==> config.mk <==
export PLATFORM = sky130hd
export DESIGN_NAME = cau_div
export DESIGN_NICKNAME = d
export VERILOG_FILES = /design/src/sv/cau_div.sv
export SDC_FILE = /design/constraint.sdc
export NUM_CORES = 2
export LEC_CHECK = 0
export BUFFER_PORTS_ARGS = -buffer_cell sky130_fd_sc_hd__buf_4
export CAP_MARGIN = 15
export CORE_MARGIN = 2
export CORE_UTILIZATION = 63
export CTS_CLUSTER_SIZE = 12
export DETAILED_ROUTE_END_ITERATION = 10
export HOLD_SLACK_MARGIN = 0.08
export PLACE_DENSITY_LB_ADDON = 0.1
export SKIP_LAST_GASP = 1
export SLEW_MARGIN = 20
export SYNTH_ARGS = -nofsm -noshare
export SYNTH_HDL_FRONTEND = slang
export SYNTH_SLANG_ARGS = --single-unit
==> constraint.sdc <==
create_clock -name clock -period 4.2 [get_ports clock]
set_input_delay 0.21 -clock clock [delete_from_list [all_inputs] [get_ports clock]]
set_output_delay 0.21 -clock clock [all_outputs]
set_load 0.03 [all_outputs]
==> src/sv/cau_div.sv <==
module cau_div #(
   parameter int W = 16,
   parameter int F = 12,
   localparam int NW = 2*W + F,
   localparam int DW = 2*W
) (
   input  logic                clock,
   input  logic                en,
   input  logic                neg,
   input  logic [NW-1:0]       mag,
   input  logic [DW-1:0]       den,
   output logic signed [W-1:0] quo,
   output logic                sat
);
   localparam int RW = NW + W;

   logic [RW-1:0] r_ff   [W+1];
   logic [DW-1:0] d_ff   [W+1];
   logic [W-1:0]  q_ff   [W+1];
   logic          n_ff   [W+1];
   logic          ovf_ff [W+1];

   // overflow check: quotient needs more than W bits
   always_ff @(posedge clock) begin
      if (en) begin
         r_ff[0]   <= RW'(mag);
         d_ff[0]   <= den;
         q_ff[0]   <= '0;
         n_ff[0]   <= neg;
         ovf_ff[0] <= RW'(mag) >= (RW'(den) << W);
      end
   end

   // one restoring step per stage, most significant quotient bit first
   for (genvar k = 1; k <= W; k++) begin : g_step
      localparam int B = W - k;
      logic [RW-1:0] t;
      logic          take;

      always_comb begin
         t    = RW'(d_ff[k-1]) << B;
         take = r_ff[k-1] >= t;
      end

      always_ff @(posedge clock) begin
         if (en) begin
            r_ff[k]   <= take ? r_ff[k-1] - t : r_ff[k-1];
            q_ff[k]   <= q_ff[k-1] | (W'(take) << B);
            d_ff[k]   <= d_ff[k-1];
            n_ff[k]   <= n_ff[k-1];
            ovf_ff[k] <= ovf_ff[k-1];
         end
      end
   end

   // sign and saturation
   logic [W-1:0] qv;
   logic         sat_in;
   logic [W-1:0] quo_in;
   logic [W-1:0] quo_ff;
   logic         sat_ff;

   always_comb begin
      qv = q_ff[W];
      if (n_ff[W]) begin
         sat_in = ovf_ff[W] || (qv[W-1] && |qv[W-2:0]);
         quo_in = sat_in ? {1'b1, {(W-1){1'b0}}} : -qv;
      end else begin
         sat_in = ovf_ff[W] || qv[W-1];
         quo_in = sat_in ? {1'b0, {(W-1){1'b1}}} : qv;
      end
   end

   always_ff @(posedge clock) begin
      if (en) begin
         quo_ff <= quo_in;
         sat_ff <= sat_in;
      end
   end

   assign quo = $signed(quo_ff);
   assign sat = sat_ff;

endmodule
After elaboration in Yosys (flattened, before gate mapping). Memory sizes are Yosys's and may differ from the RTL's. Cells that the tools add are included.

Register bits after elaboration: 17. RAM bits: 1870. Input bits: 79. Output and inout port bits: 17. Logic and storage cells: 83. Memories: 5.

Add/sub/neg operators: 17. $lt $le $gt $ge: 17. Multiplexer cells: 22. Bitwise logic cells: 16. Reductions and logical operators: 4.

Memories: r_ff (depth 17, bits a word 60, read ports 16, clocked after memory_dff 0, wr ports 17, RTL line 17) `logic [RW-1:0] r_ff [W+1];`; d_ff (depth 17, bits a word 32, read ports 16, clocked after memory_dff 0, wr ports 17, RTL line 18) `logic [DW-1:0] d_ff [W+1];`; q_ff (depth 17, bits a word 16, read ports 17, clocked after memory_dff 0, wr ports 17, RTL line 19) `logic [W-1:0] q_ff [W+1];`; n_ff (depth 17, bits a word 1, read ports 17, clocked after memory_dff 0, wr ports 17, RTL line 20) `logic n_ff [W+1];`; ovf_ff (depth 17, bits a word 1, read ports 17, clocked after memory_dff 0, wr ports 17, RTL line 21) `logic ovf_ff [W+1];`.

Operators by type and width (count): $mux W60 (16); $ge A60 B32 Y1 (1); $ge A60 B33 Y1 (1); $ge A60 B34 Y1 (1); $ge A60 B35 Y1 (1); $ge A60 B36 Y1 (1); $ge A60 B37 Y1 (1); $ge A60 B38 Y1 (1); $ge A60 B39 Y1 (1); $ge A60 B40 Y1 (1); $ge A60 B41 Y1 (1); $ge A60 B42 Y1 (1); $ge A60 B43 Y1 (1); $ge A60 B44 Y1 (1); $ge A60 B45 Y1 (1); $ge A60 B46 Y1 (1); $ge A60 B47 Y1 (1); $sub A60 B32 Y60 (1); $sub A60 B33 Y60 (1); $sub A60 B34 Y60 (1); $sub A60 B35 Y60 (1); $sub A60 B36 Y60 (1); $sub A60 B37 Y60 (1); $sub A60 B38 Y60 (1); 32 further kinds (37).

Depth between registers and ports, before layout. An unclocked memory read counts as a cell.

Depth after elaboration: 6. Gate-level depth with buffers: 16. Depth with buffers taken out: 15.

Least setup slack after synthesis. Ideal clock, no wire load.

Path type: register -> register. Start point: mem r_ff[0][455] (netlist name). End point: mem r_ff[0][525] (netlist name), data pin. Library setup time: 0.256 ns. Data arrival time: 3.510 ns. Required time: 3.944 ns. Slack: 0.433 ns. Cell stages (with the launch flop): 14. Path buffers: 2. Period minus slack after synthesis: 3.767 ns. Cell sequence: edfxtp_1 ha_1 clkbuf_1 and4_1 nand2_1 or4_1 o211ai_2 nor2_1 a21oi_4 nand2_1 or3_1 clkbuf_1 or4_1 a22o_1.

RTL lines (RTL line): from (decl) (17).

==> metrics.md <==
| Metric | Value |
|---|---|
| Critical path's slowest cell | `or4_1` |
| Die ar. | `148,000 µm²` |
| Mapped Area | `91,100 µm²` |
| Post-detail-place hpwl | `160,000 µm` |
| Initial core utilization | `0.635` |
| I/O pin count | `96` |
| Worst-Margin Slew | `841 ps` |
| Worst path arrival time | `4800 ps` |
| Buffer depth of the longest clock path | `3` |
| Synthesized instance count | `~8.3k` |
| Peak supply drop | `0.451 mV` |
| Hold Fails Final Rpt | `0` |
| Final Max Tran Viols | `0` |
| Post-Route WL | `approximately 220,000 µm` |
| I/O Buffers | `95` |
| Setup Crit Path Kind | `register to register` |
| Synthesized area per cell | `11.0 µm²` |
| Chip width | `384 µm` |
| Post-synth EDFFs | `1,643` |
| HP Class | `primary input to register` |
| Drt first pass iters | `8` |
| P per Cell Area | `619 nW/µm²` |
| Clk slew on worst S/H paths | `60 ps` |
| Vias per Instance | `6.12` |
| Max incr delay on CP | `660 ps` |
| Status | `finished with violations` |
| Slew margin rel. | `0.434` |
| Met2 GRT Util | `0.574` |
| Asr flop ratio synth | `0` |
| Final nets | `9,329` |
| H-tree depth | `4` |
| Final setup vio count | `9` |
| Synth unique cells | `87` |
| Critical path launch point type | `register` |
| Latest clock arrival within the worst-skew pair | `between 800 and 900 ps` |
| Unrepaired setup endpoints after global routing | `true` |
| Post-synthesis sequential area ratio | `0.542` |
| Final Hold Slack | `143 ps` |
| Dominant synthesized flop cell | `edfxtp_1` |
| CTS sink count | `1,643` |
| Design Power | `63.7 mW` |
| DRC viols | `0` |
| Antenna violation net count after detailed routing | `0` |
| Max-cap violations | `0` |
| Leakage | `between 40 and 50 nW` |
| Die Y | `a little under 400 µm` |
| GR met3 Demand/Resource | `0.0350` |
| Vias in the first global route | `67.0k` |
| Max Clock Skew | `44.2 ps` |
| RD Place Congestion | `1.00` |
| Via count | `65.7k` |
| Share of cells above drive strength 1 | `0.0832` |
| #FFs+latches synth | `approximately 1.6k` |
| Core Area | `about 140,000 µm²` |
| FILL cells | `9,552` |
| Largest net degree at the start of global routing | `135` |
| Cells along the critical path | `ha_1 -> nand4_1 -> nor4b_1 -> nand4_1 -> or4_1 -> a21o_1 -> a31oi_1 -> o21a_1 -> o21a_1 -> buf_12 -> mux2_2` |
| Family with the most delay on the worst path | `simple AND/OR/NAND/NOR gates` |
| CTS Buf Count | `174` |
| Gr usage total | `0.297` |
| Mapped Nets | `8,914` |
| Initial antenna violation count | `3` |
| Final period demand of the worst path | `4220 ps` |
| Fmax | `237 MHz` |
| YS warnings | `0` |
| CTS tree | `done` |
| Critical Path RT | `4780 ps` |
| Congestion Overflow GR | `0` |
| Final Cycle Share | `1.01` |
| Violated checks | `setup timing` |
| Grt met1 use | `0.286` |
| GRT Max-Usage Layer | `met2` |
| Root buffer cell | `clkbuf_16` |
| Layout area overhead | `12.9%` |
| First-pass GRT wire length | `346,000 µm` |
| Violation count after the first detailed-routing iteration | `5,033` |
| Crit path max fanout | `27` |
| Setup crit end kind | `register` |
| WL per Instance | `20.6 µm` |
| Crit path buf inv count | `1` |
| Row count | `139` |
| Final worst slack | `-24.5 ps` |
| Total negative setup slack | `-70.0 ps` |
-- final cells by class --
cell class                 count  area, µm²  area share
inverter                     682       2560      0.0249
clock buffer                 215       4510      0.0438
multi-input combinational   5695      38500       0.374
timing repair buffer         501       4510      0.0439
sequential                  1643      49300       0.480
antenna                        6       15.0    0.000146
clock inverter                86       1010     0.00984
tap                         1903       2380      0.0232
-- worst paths after layout --
check | endpoint | startpoint | cells after the start | slack, ps
setup reg to reg | r_ff[0][81]$_DFFE_PP_ | r_ff[0][25]$_DFFE_PP_ | 11 | -20
setup / recovery | r_ff[0][81]$_DFFE_PP_ | r_ff[0][25]$_DFFE_PP_ | 11 | -20
hold reg to reg | q_ff[1][121]$_DFFE_PP_ | q_ff[1][105]$_DFFE_PP_ | 0 | 420
hold / removal | r_ff[0][42]$_DFFE_PP_ | mag[42] | 2 | 140
-- flip-flops by register name (all words and copies together), names as in the netlist --
| name | cells |
|---|---|
| ovf_ff | 17 |
| d_ff | 512 |
| sat | 1 |
| q_ff | 136 |
| n_ff | 17 |
| quo | 16 |
| r_ff | 944 |
-- synthesized netlist by cell type (25+ instances only) --
cell / n / share of area
o21a_1: 63 / 0.0052
nor4_1: 126 / 0.0087
a21oi_1: 708 / 0.039
nor2b_1: 76 / 0.0052
o21ai_0: 407 / 0.022
and4_1: 25 / 0.0024
xnor2_1: 359 / 0.035
o21ai_1: 73 / 0.0040
nand2b_1: 85 / 0.0058
mux2_1: 33 / 0.0041
o211ai_1: 33 / 0.0027
inv_1: 676 / 0.028
a21o_1: 279 / 0.023
nor3_1: 211 / 0.012
ha_1: 538 / 0.074
o21bai_1: 75 / 0.0062
nor4b_1: 25 / 0.0024
or4_1: 51 / 0.0042
nor2_1: 569 / 0.023
nand4_1: 145 / 0.010
clkbuf_1: 246 / 0.010
and2_1: 28 / 0.0019
nand3_1: 144 / 0.0079
a31oi_1: 60 / 0.0041
or3_1: 81 / 0.0056
a211oi_1: 65 / 0.0054
edfxtp_1: 1643 / 0.54
o31ai_1: 39 / 0.0032
and3_1: 41 / 0.0028
mux2_2: 59 / 0.0073
xor2_1: 344 / 0.033
nand2_1: 610 / 0.025
-- logic make-up after synthesis --
group / Yosys count / share of synthesized area
multiplexers: 96 / 0.0118
flip-flops: 1643 / 0.542
AND/OR/NAND/NOR: 2325 / 0.126
adder cells (fa/ha/maj): 553 / 0.0772
buffers and inverters: 944 / 0.0390
AO/OA/AOI/OAI: 2018 / 0.136
XOR/XNOR: 703 / 0.0676
-- cells in the final DEF, fill, tap and decap left out, types with 25 or more instances in the layout --
cell type	netlist	final
o31ai_1	39	35
a21o_1	279	279
mux2_2	59	59
o21bai_1	75	75
and3_1	41	41
nand4_1	145	145
a21oi_1	708	704
mux2_1	33	33
ha_1	538	537
edfxtp_1	1643	1643
or4_1	51	51
or3_1	81	80
nand2_1	610	608
xnor2_1	359	359
nor2b_1	76	76
nand2b_1	85	84
clkbuf_1	246	41
nor3_1	211	209
nor2_1	569	565
nor4_1	126	113
buf_12	0	28
o211ai_1	33	33
xor2_1	344	344
o21ai_0	407	406
o21a_1	63	63
dlygate4sd3_1	0	153
inv_1	676	676
o21ai_1	73	70
a211oi_1	65	63
and2_1	28	28
nand3_1	144	144
buf_4	0	319
and4_1	25	25
clkbuf_16	0	174
clkinv_1	0	33
a31oi_1	60	58
-- per-layer routing --
layer  vias to the layer above  routed length [µm]
met2                      2413              119000
met1                     31100               75000
li1                      31300                   -
met4                         0               18400
met5                         -                   0
met3                       812                8630
-- power by group --
group          internal [mW]  switching [mW]  total, mW
combinational           10.1            14.2       24.3
clock                   8.41            6.44       14.9
sequential              22.5            2.08       24.6
total                   41.0            22.7       63.7
-- stage by stage --
stage / worst slack, ps / std cells / area (µm²) / util
after floorplan: 433 / 8282 / 91100 / -
after global routing: -32.8 / 10700 / 103000 / 0.717
after detailed placement: -502 / 10300 / 95600 / 0.666
final: -24.5 / 10700 / 103000 / 0.717
after global placement: -1560 / 10300 / 95500 / 0.666
after CTS: -0.479 / 10700 / 103000 / 0.715
-- what timing repair did --
| action | 4_1_cts | 5_1_grt |
|---|---|---|
| hold buffers | 153 | 0 |
| gates resized for setup | 5 | 34 |
| endpoints found under the hold margin | 155 | 0 |
| buffers inserted | 0 | 0 |
| pin swaps | 1 | 5 |
| endpoints found under the setup margin | 52 | 102 |
Power figures use the tool's default switching activity.
