`src/sv/cau_pkg.sv`:
```
package cau_pkg;

   // operation codes
   typedef enum logic [2:0] {
      OP_ADD = 3'd0,
      OP_SUB = 3'd1,
      OP_MUL = 3'd2,
      OP_DIV = 3'd3,
      OP_NEG = 3'd4
   } op_type;

   // status codes
   typedef logic [1:0] status_type;
   localparam status_type STAT_OK   = 2'd0;
   localparam status_type STAT_SAT  = 2'd1;
   localparam status_type STAT_DIVZ = 2'd2;

   // control that travels with each item down the pipeline
   typedef struct packed {
      logic   valid;
      op_type op;
   } ctl_type;

endpackage

```
`src/sv/cau_front.sv`:
```
module cau_front #(
   parameter int W = 16,
   parameter int F = 12,
   localparam int NW = 2*W + F,
   localparam int DW = 2*W
) (
   input  logic                clock,
   input  logic                reset,
   input  logic                en,
   input  cau_pkg::ctl_type    ctl_in,
   input  logic signed [W-1:0] a_re,
   input  logic signed [W-1:0] a_im,
   input  logic signed [W-1:0] b_re,
   input  logic signed [W-1:0] b_im,
   output cau_pkg::ctl_type    ctl_out,
   output logic signed [W-1:0] res_re,
   output logic signed [W-1:0] res_im,
   output logic                res_sat,
   output logic                neg_re,
   output logic                neg_im,
   output logic [NW-1:0]       mag_re,
   output logic [NW-1:0]       mag_im,
   output logic [DW-1:0]       den,
   output logic                den_zero
);
   import cau_pkg::*;

   ctl_type ctl1_ff, ctl2_ff, ctl3_ff;

   // stage 1: products and the simple operations
   logic signed [2*W-1:0] p_rr_ff, p_ii_ff, p_ri_ff, p_ir_ff, p_br_ff, p_bi_ff;
   logic signed [W:0]     s_re_in, s_im_in, s_re1_ff, s_im1_ff;

   always_comb begin
      case (ctl_in.op)
         OP_ADD: begin
            s_re_in = (W+1)'(a_re) + (W+1)'(b_re);
            s_im_in = (W+1)'(a_im) + (W+1)'(b_im);
         end
         OP_SUB: begin
            s_re_in = (W+1)'(a_re) - (W+1)'(b_re);
            s_im_in = (W+1)'(a_im) - (W+1)'(b_im);
         end
         OP_NEG: begin
            s_re_in = -(W+1)'(a_re);
            s_im_in = -(W+1)'(a_im);
         end
         default: begin
            s_re_in = '0;
            s_im_in = '0;
         end
      endcase
   end

   always_ff @(posedge clock) begin
      if (en) begin
         p_rr_ff  <= (2*W)'(a_re) * (2*W)'(b_re);
         p_ii_ff  <= (2*W)'(a_im) * (2*W)'(b_im);
         p_ri_ff  <= (2*W)'(a_re) * (2*W)'(b_im);
         p_ir_ff  <= (2*W)'(a_im) * (2*W)'(b_re);
         p_br_ff  <= (2*W)'(b_re) * (2*W)'(b_re);
         p_bi_ff  <= (2*W)'(b_im) * (2*W)'(b_im);
         s_re1_ff <= s_re_in;
         s_im1_ff <= s_im_in;
      end
   end

   // stage 2: sums of products
   logic signed [2*W:0] m_re_ff, m_im_ff, d_re_ff, d_im_ff;
   logic signed [W:0]   s_re2_ff, s_im2_ff;
   logic [DW-1:0]       den2_ff;

   always_ff @(posedge clock) begin
      if (en) begin
         m_re_ff  <= (2*W+1)'(p_rr_ff) - (2*W+1)'(p_ii_ff);
         m_im_ff  <= (2*W+1)'(p_ri_ff) + (2*W+1)'(p_ir_ff);
         d_re_ff  <= (2*W+1)'(p_rr_ff) + (2*W+1)'(p_ii_ff);
         d_im_ff  <= (2*W+1)'(p_ir_ff) - (2*W+1)'(p_ri_ff);
         den2_ff  <= $unsigned(p_br_ff) + $unsigned(p_bi_ff);
         s_re2_ff <= s_re1_ff;
         s_im2_ff <= s_im1_ff;
      end
   end

   // stage 3: product scaling, saturation, divider operand setup
   logic signed [2*W:0] sh_re, sh_im, ad_re, ad_im;
   logic signed [W-1:0] r_re_in, r_im_in, r_re_ff, r_im_ff;
   logic                sat_re, sat_im, sat_ff;
   logic                ng_re_ff, ng_im_ff, dz_ff;
   logic [NW-1:0]       mg_re_ff, mg_im_ff;
   logic [DW-1:0]       den3_ff;

   always_comb begin
      sh_re = m_re_ff >>> F;
      sh_im = m_im_ff >>> F;
      if (ctl2_ff.op == OP_MUL) begin
         sat_re  = !(&sh_re[2*W:W-1] || ~|sh_re[2*W:W-1]);
         sat_im  = !(&sh_im[2*W:W-1] || ~|sh_im[2*W:W-1]);
         r_re_in = sat_re ? {sh_re[2*W], {(W-1){~sh_re[2*W]}}} : sh_re[W-1:0];
         r_im_in = sat_im ? {sh_im[2*W], {(W-1){~sh_im[2*W]}}} : sh_im[W-1:0];
      end else begin
         sat_re  = s_re2_ff[W] != s_re2_ff[W-1];
         sat_im  = s_im2_ff[W] != s_im2_ff[W-1];
         r_re_in = sat_re ? {s_re2_ff[W], {(W-1){~s_re2_ff[W]}}} : s_re2_ff[W-1:0];
         r_im_in = sat_im ? {s_im2_ff[W], {(W-1){~s_im2_ff[W]}}} : s_im2_ff[W-1:0];
      end
      ad_re = d_re_ff[2*W] ? -d_re_ff : d_re_ff;
      ad_im = d_im_ff[2*W] ? -d_im_ff : d_im_ff;
   end

   always_ff @(posedge clock) begin
      if (en) begin
         r_re_ff  <= r_re_in;
         r_im_ff  <= r_im_in;
         sat_ff   <= sat_re || sat_im;
         ng_re_ff <= d_re_ff[2*W];
         ng_im_ff <= d_im_ff[2*W];
         mg_re_ff <= NW'(ad_re[2*W-1:0]) << F;
         mg_im_ff <= NW'(ad_im[2*W-1:0]) << F;
         den3_ff  <= den2_ff;
         dz_ff    <= den2_ff == '0;
      end
   end

   // control: valid bits and operation codes
   always_ff @(posedge clock) begin
      if (reset) begin
         ctl1_ff <= '0;
         ctl2_ff <= '0;
         ctl3_ff <= '0;
      end else if (en) begin
         ctl1_ff <= ctl_in;
         ctl2_ff <= ctl1_ff;
         ctl3_ff <= ctl2_ff;
      end
   end

   assign ctl_out  = ctl3_ff;
   assign res_re   = r_re_ff;
   assign res_im   = r_im_ff;
   assign res_sat  = sat_ff;
   assign neg_re   = ng_re_ff;
   assign neg_im   = ng_im_ff;
   assign mag_re   = mg_re_ff;
   assign mag_im   = mg_im_ff;
   assign den      = den3_ff;
   assign den_zero = dz_ff;

endmodule

```
`config.mk`:
```
export PLATFORM = sky130hd
export DESIGN_NAME = cau_front
export DESIGN_NICKNAME = d
export VERILOG_FILES = /design/src/sv/cau_pkg.sv /design/src/sv/cau_front.sv
export SDC_FILE = /design/constraint.sdc
export NUM_CORES = 2
export LEC_CHECK = 0
export BUFFER_PORTS_ARGS = -buffer_cell sky130_fd_sc_hd__clkbuf_2
export CAP_MARGIN = 25
export CORE_MARGIN = 3
export CORE_UTILIZATION = 55
export DETAILED_ROUTE_END_ITERATION = 8
export PLACE_DENSITY_LB_ADDON = 0.25
export REMOVE_ABC_BUFFERS = 1
export SLEW_MARGIN = 5
export SYNTH_ARGS = -nofsm -noshare
export SYNTH_HDL_FRONTEND = slang
export SYNTH_SLANG_ARGS = --single-unit
export TNS_END_PERCENT = 1
```
`constraint.sdc`:
```
create_clock -name clock -period 18.55 [get_ports clock]
set_input_delay 1.855 -clock clock [delete_from_list [all_inputs] [get_ports clock]]
set_output_delay 1.855 -clock clock [all_outputs]
set_load 0.02 [all_outputs]
```
Word-level counts from Yosys, hierarchy flattened
Index checks and enable logic that the tools add are counted.
{ "op_classes": {"mul": 6, "n_eq_ne": 5, "n_mux": 12, "reduce_logical": 13, "add_sub_neg": 13, "bitwise": 4} }
{ "ops": {"columns": ["op", "count"], "rows": [
  ["$mul A16 B16 Y32", 6],
  ["$pmux W17 S3", 2],
  ["$mux W16", 6],
  ["$add A32 B32 Y33", 2],
  ["$sub A32 B32 Y33", 2],
  ["$mux W32", 2],
  ["$neg A32 Y32", 2],
  ["$add A16 B16 Y17", 2],
  ["$neg A16 Y17", 2],
  ["$sub A16 B16 Y17", 2],
  ["$add A32 B32 Y32", 1],
  ["$logic_not A32 Y1", 1],
  ["$reduce_and A6 Y1", 2],
  ["$reduce_or A6 Y1", 2],
  ["$logic_not A1 Y1", 4],
  ["$not A1 Y1", 4],
  ["$eq A3 B1 Y1 const B", 1],
  ["$eq A3 B2 Y1 const B", 1],
  ["$eq A3 B3 Y1 const B", 1],
  ["$logic_not A3 Y1", 1],
  ["$logic_or A1 B1 Y1", 3],
  ["$mux W1", 2],
  ["$ne A1 B1 Y1", 2]
]} }
{ "word_totals": {"inputBits": 71, "output_inout_bits": 160, "regBits": 568, "word_cells": 83} }

Longest topological paths before layout
{ "depth": {"ltp_word": 6, "depth_mapped": 28, "depth_no_buf": 26} }

Worst setup path before layout
Ideal clock, no wire load.
{ "synth_path": {"path_type": "in2reg", "startpoint": "input port b_im[15]", "endpoint": "register p_bi_ff[30] (data pin)", "required_time_ps": 18292, "setup_ps": 258, "path_buffers": 2, "stages": 23, "path_slack_ps": 10072, "t_arrival_ps": 8220, "path_cell_list": "inv_1 clkbuf_1 buf_1 nor2_1 fa_1 fa_1 fa_1 fa_1 fa_1 inv_1 fa_1 inv_1 ha_1 and4_1 and2_1 o21ai_1 nand2b_1 a21oi_1 o21ai_1 o41a_1 a21o_1 a21oi_1 xnor2_1"} }
{ "synth_between": {"elab_chain_cells": 1} }
{ "synth_rtl": {"columns": ["item", "line_no", "text"], "rows": [
  ["from (decl)", "cau_front.sv:14", "input logic signed [W-1:0] b_im,"],
  ["$mul A16 B16 Y32", "cau_front.sv:62", "p_bi_ff <= (2*W)'(b_im) * (2*W)'(b_im);"],
  ["to (signal assigned)", "cau_front.sv:62", null],
  ["to (decl)", "cau_front.sv:31", "logic signed [2*W-1:0] p_rr_ff, p_ii_ff, p_ri_ff, p_ir_ff, p_br_ff, p_bi_ff;"]
]} }
Every way passes these cells.
A chain may end at the register's enable or synchronous reset.

Worst setup path after layout
{ "layout_path": {"startpoint": "input port b_im[1]", "endpoint": "register p_bi_ff[30] (data pin)"} }
Same word-level chain as after synthesis.

==> run_results.csv <==
group,metric,value,unit
synth,synthCells,8594,
die,start_util,0.5551,
global_route,grt_max_degree,111,
sta,final.setup.tns,0,ns
sta,hold_viol_final,0,
sta,fmax,112.5,MHz
worst_setup_path,worst-setup-path-type,"in2reg",
sta,maxSlewHeadroom,0.2579,
final_layout,num-fill-cells,12980,
cts,root_buffer,"clkbuf_16",
synth,synth_seq_area_share,0.1909,
synth,synthTopCellsByCount,"inv_1, fa_1, nand2_1",
cts,clock_sinks,542,
cts,htree_levels,2,
worst_hold_path,hold_depth,0,
worst_setup_path,regToRegStartpoint,"p_ir_ff[8]",
cts,cts_buffer_depth,3,
route,dr.first_iter.drc_count,4530,
worst_setup_path,rrSetupSlack,14.43,ns
worst_setup_path,path_cells,"clkbuf_2, buf_4, inv_1, nor2_1, fa_1, inv_1, fa_1, fa_1, fa_1, inv_1, fa_1, fa_1, ha_1, a21oi_1, o21bai_1, a2111oi_0, o21bai_1, a221o_1, a21oi_1, o21ai_1, o41a_1, a21o_1, a21oi_1, xnor2_1",
global_route,grtUsageTotal,0.2754,
worst_setup_path,slowest_delay,0.59,ns
worst_setup_path,cp.arrival,9.34,ns
final_layout,drive_gt1_frac,0.05202,
flow_run,max_cap_viol_count,0,
cts,clk_latency,0.70,ns
route,avgRoutedWirePerCell,19.72,um
worst_setup_path,cp_slowest_cell,"inv_1",
cts,clk_pin_slew,0.06,ns
final_layout,reg.largest.list,"d_im_ff x33, d_re_ff x33",
synth,syn_area_per_cell,9.846,um2
route,wirelength,210300,um
global_route,overflow,0,
worst_setup_path,required,19.00,ns
synth,ys_warn_count,0,
synth,synth-edff-count,530,
status,outcome,"completed",
route,dr.pass1.iters,8,
die,io_pins,231,
die,die_y,398.2,um
placement,numPortBuffers,206,
worst_hold_path,hold_class,"reg2reg",
synth,synthArstFlopShare,0,
global_route,grt_antenna_before_repair,6,
route,drc,0,
global_route,grt_pass1_wl,340400,um
sta,finClkSkew,0.07307,ns
sta,tightestPinTransition,1.113,ns
synth,synth_top_area_cell,"fa_1",
global_route,grt_pass1_vias,62270,
synth,ys_ff_latch,542,
cts,cts_buffers,60,
final_layout,areaGrowthSynthToFinish,5.771,%
worst_hold_path,hold_end,"s_re2_ff[16]",
sta,finalSetupViolCount,0,
final_layout,fin_util,0.5871,
final_layout,stdcell_count,10660,
worst_hold_path,hp-start,"s_re1_ff[16]",
die,num_rows,143,
synth,synth.area.top_cells,"fa_1, edfxtp_1, ha_1",
worst_setup_path,cp_max_fo,48,
sta,finalCriticalPeriod,8.891,ns
sta,drv_slew,0,
synth,syn_area,84620,um2
synth,synth_top_area_frac,0.3598,
cts,cts_setup_buffers,0,
placement,dp_cells,10550,
placement,finalWeightedCongestion,0.8826,
cts,hold_buffers,0,
cts,tritoncts,"yes",
sta,fin_crit_sh,0.4793,
worst_setup_path,end_kind,"register",
final_layout,layout.nets,10890,
placement,hpwl,160200,um
worst_setup_path,r2r_end,"m_im_ff[32]",
synth,synth_flop_cell,"edfxtp_1",
worst_setup_path,reg2regPathDepth,12,
die,die_x,398.2,um
cts,ctsResizeCount,0,
worst_setup_path,cp-start-kind,"primary input",
route,avgViaCountPerCell,5.500,
sta,rsz0062_at_grt,"false",
route,via_count,58650,
synth,synth_most_common_cell,"inv_1",
die,die_area,158600,um2
die,core_area,152400,um2
worst_setup_path,path_common_cell,"fa_1",
route,ant_nets,0,
synth,ys_types,91,
## layout by cell type, fill, tap and decap left out, drive strengths merged, types with 26 or more instances in the layout
cell type / synthesis / layout
xnor2: 357 / 357
nand2: 766 / 766
nor4: 33 / 33
nor2b: 40 / 40
fa: 1521 / 1521
a21oi: 314 / 314
o21a: 47 / 47
nand3: 42 / 42
a21o: 100 / 100
nor2: 406 / 406
buf: 48 / 99
o22ai: 26 / 26
o21bai: 55 / 55
a211oi: 37 / 37
o21ai: 141 / 141
xor2: 118 / 118
nor3: 63 / 63
or3: 28 / 28
o31ai: 38 / 38
and2: 532 / 532
nand4: 26 / 26
clkbuf: 348 / 275
ha: 712 / 712
inv: 1937 / 1944
edfxtp: 530 / 530
clkinv: 4 / 27
nand2b: 66 / 66
## critical path: cells and delay by family
kind | cells | cell delay [ns]
AO/OA/AOI/OAI | 10 | 2.33
XOR/XNOR | 1 | 0.08
buffers and inverters | 5 | 1.34
AND/OR/NAND/NOR | 1 | 0.39
adder cells (fa/ha/maj) | 7 | 3.23
## cell families after synthesis
kind of cell / Yosys count / synth area share
buffers and inverters: 2337 / 0.1047
adder cells (fa/ha/maj): 2233 / 0.4651
AND/OR/NAND/NOR: 2078 / 0.1187
AO/OA/AOI/OAI: 908 / 0.06887
flip-flops: 542 / 0.1909
XOR/XNOR: 475 / 0.04916
multiplexers: 20 / 0.002395
other: 1 / 0.00004432
## layer usage
metal / track usage / up-vias / wire length, um
met1: 0.3763 / 29730 / 86180
li1: - / 26350 / -
met2: 0.4491 / 2175 / 98700
met4: 0.1009 / 2 / 9081
met3: 0.04007 / 394 / 16290
met5: 0 / - / 14
## stage by stage
stage | worst slack [ns] | hold WS (ns) | area, um2
3_5_place_dp | 8.966 | 0.4052 | 87420
4_1_cts | 9.677 | 0.3842 | 89370
6_report | 9.659 | 0.3850 | 89500
5_1_grt | 9.265 | 0.3940 | 89500
2_1_floorplan | 10.11 | 0.4003 | 83130
3_3_place_gp | 8.975 | 0.4014 | 87400
## cell type report
| type | instances | area [um2] | share of cell area |
|---|---|---|---|
| Antenna cell | 1 | 2.502 | 0.00002796 |
| Clock inverter | 37 | 407.9 | 0.004557 |
| Inverter | 1941 | 7286 | 0.08140 |
| Clock buffer | 70 | 1539 | 0.01719 |
| Multi-Input combinational cell | 5738 | 59700 | 0.6670 |
| Sequential cell | 542 | 16160 | 0.1805 |
| Tap cell | 2030 | 2540 | 0.02838 |
| Timing Repair Buffer | 304 | 1874 | 0.02094 |
## how the worst max path moves through the flow
| stage | start | to | slack, ns | cells after the start |
|---|---|---|---|---|
| 3_5_place_dp | b_im[1] | p_bi_ff[30] | 8.97 | 26 |
| 5_1_grt | b_im[1] | p_bi_ff[30] | 9.27 | 23 |
| 6_report | b_im[1] | p_bi_ff[30] | 9.66 | 24 |
| 3_3_place_gp | b_im[1] | p_bi_ff[30] | 8.97 | 24 |
| 4_1_cts | b_im[1] | p_bi_ff[30] | 9.68 | 24 |
| 2_1_floorplan | b_im[15] | p_bi_ff[30] | 10.11 | 21 |
Power is not shown: default switching activity piles up to over one toggle a cycle in this logic, so the estimate is an artifact.
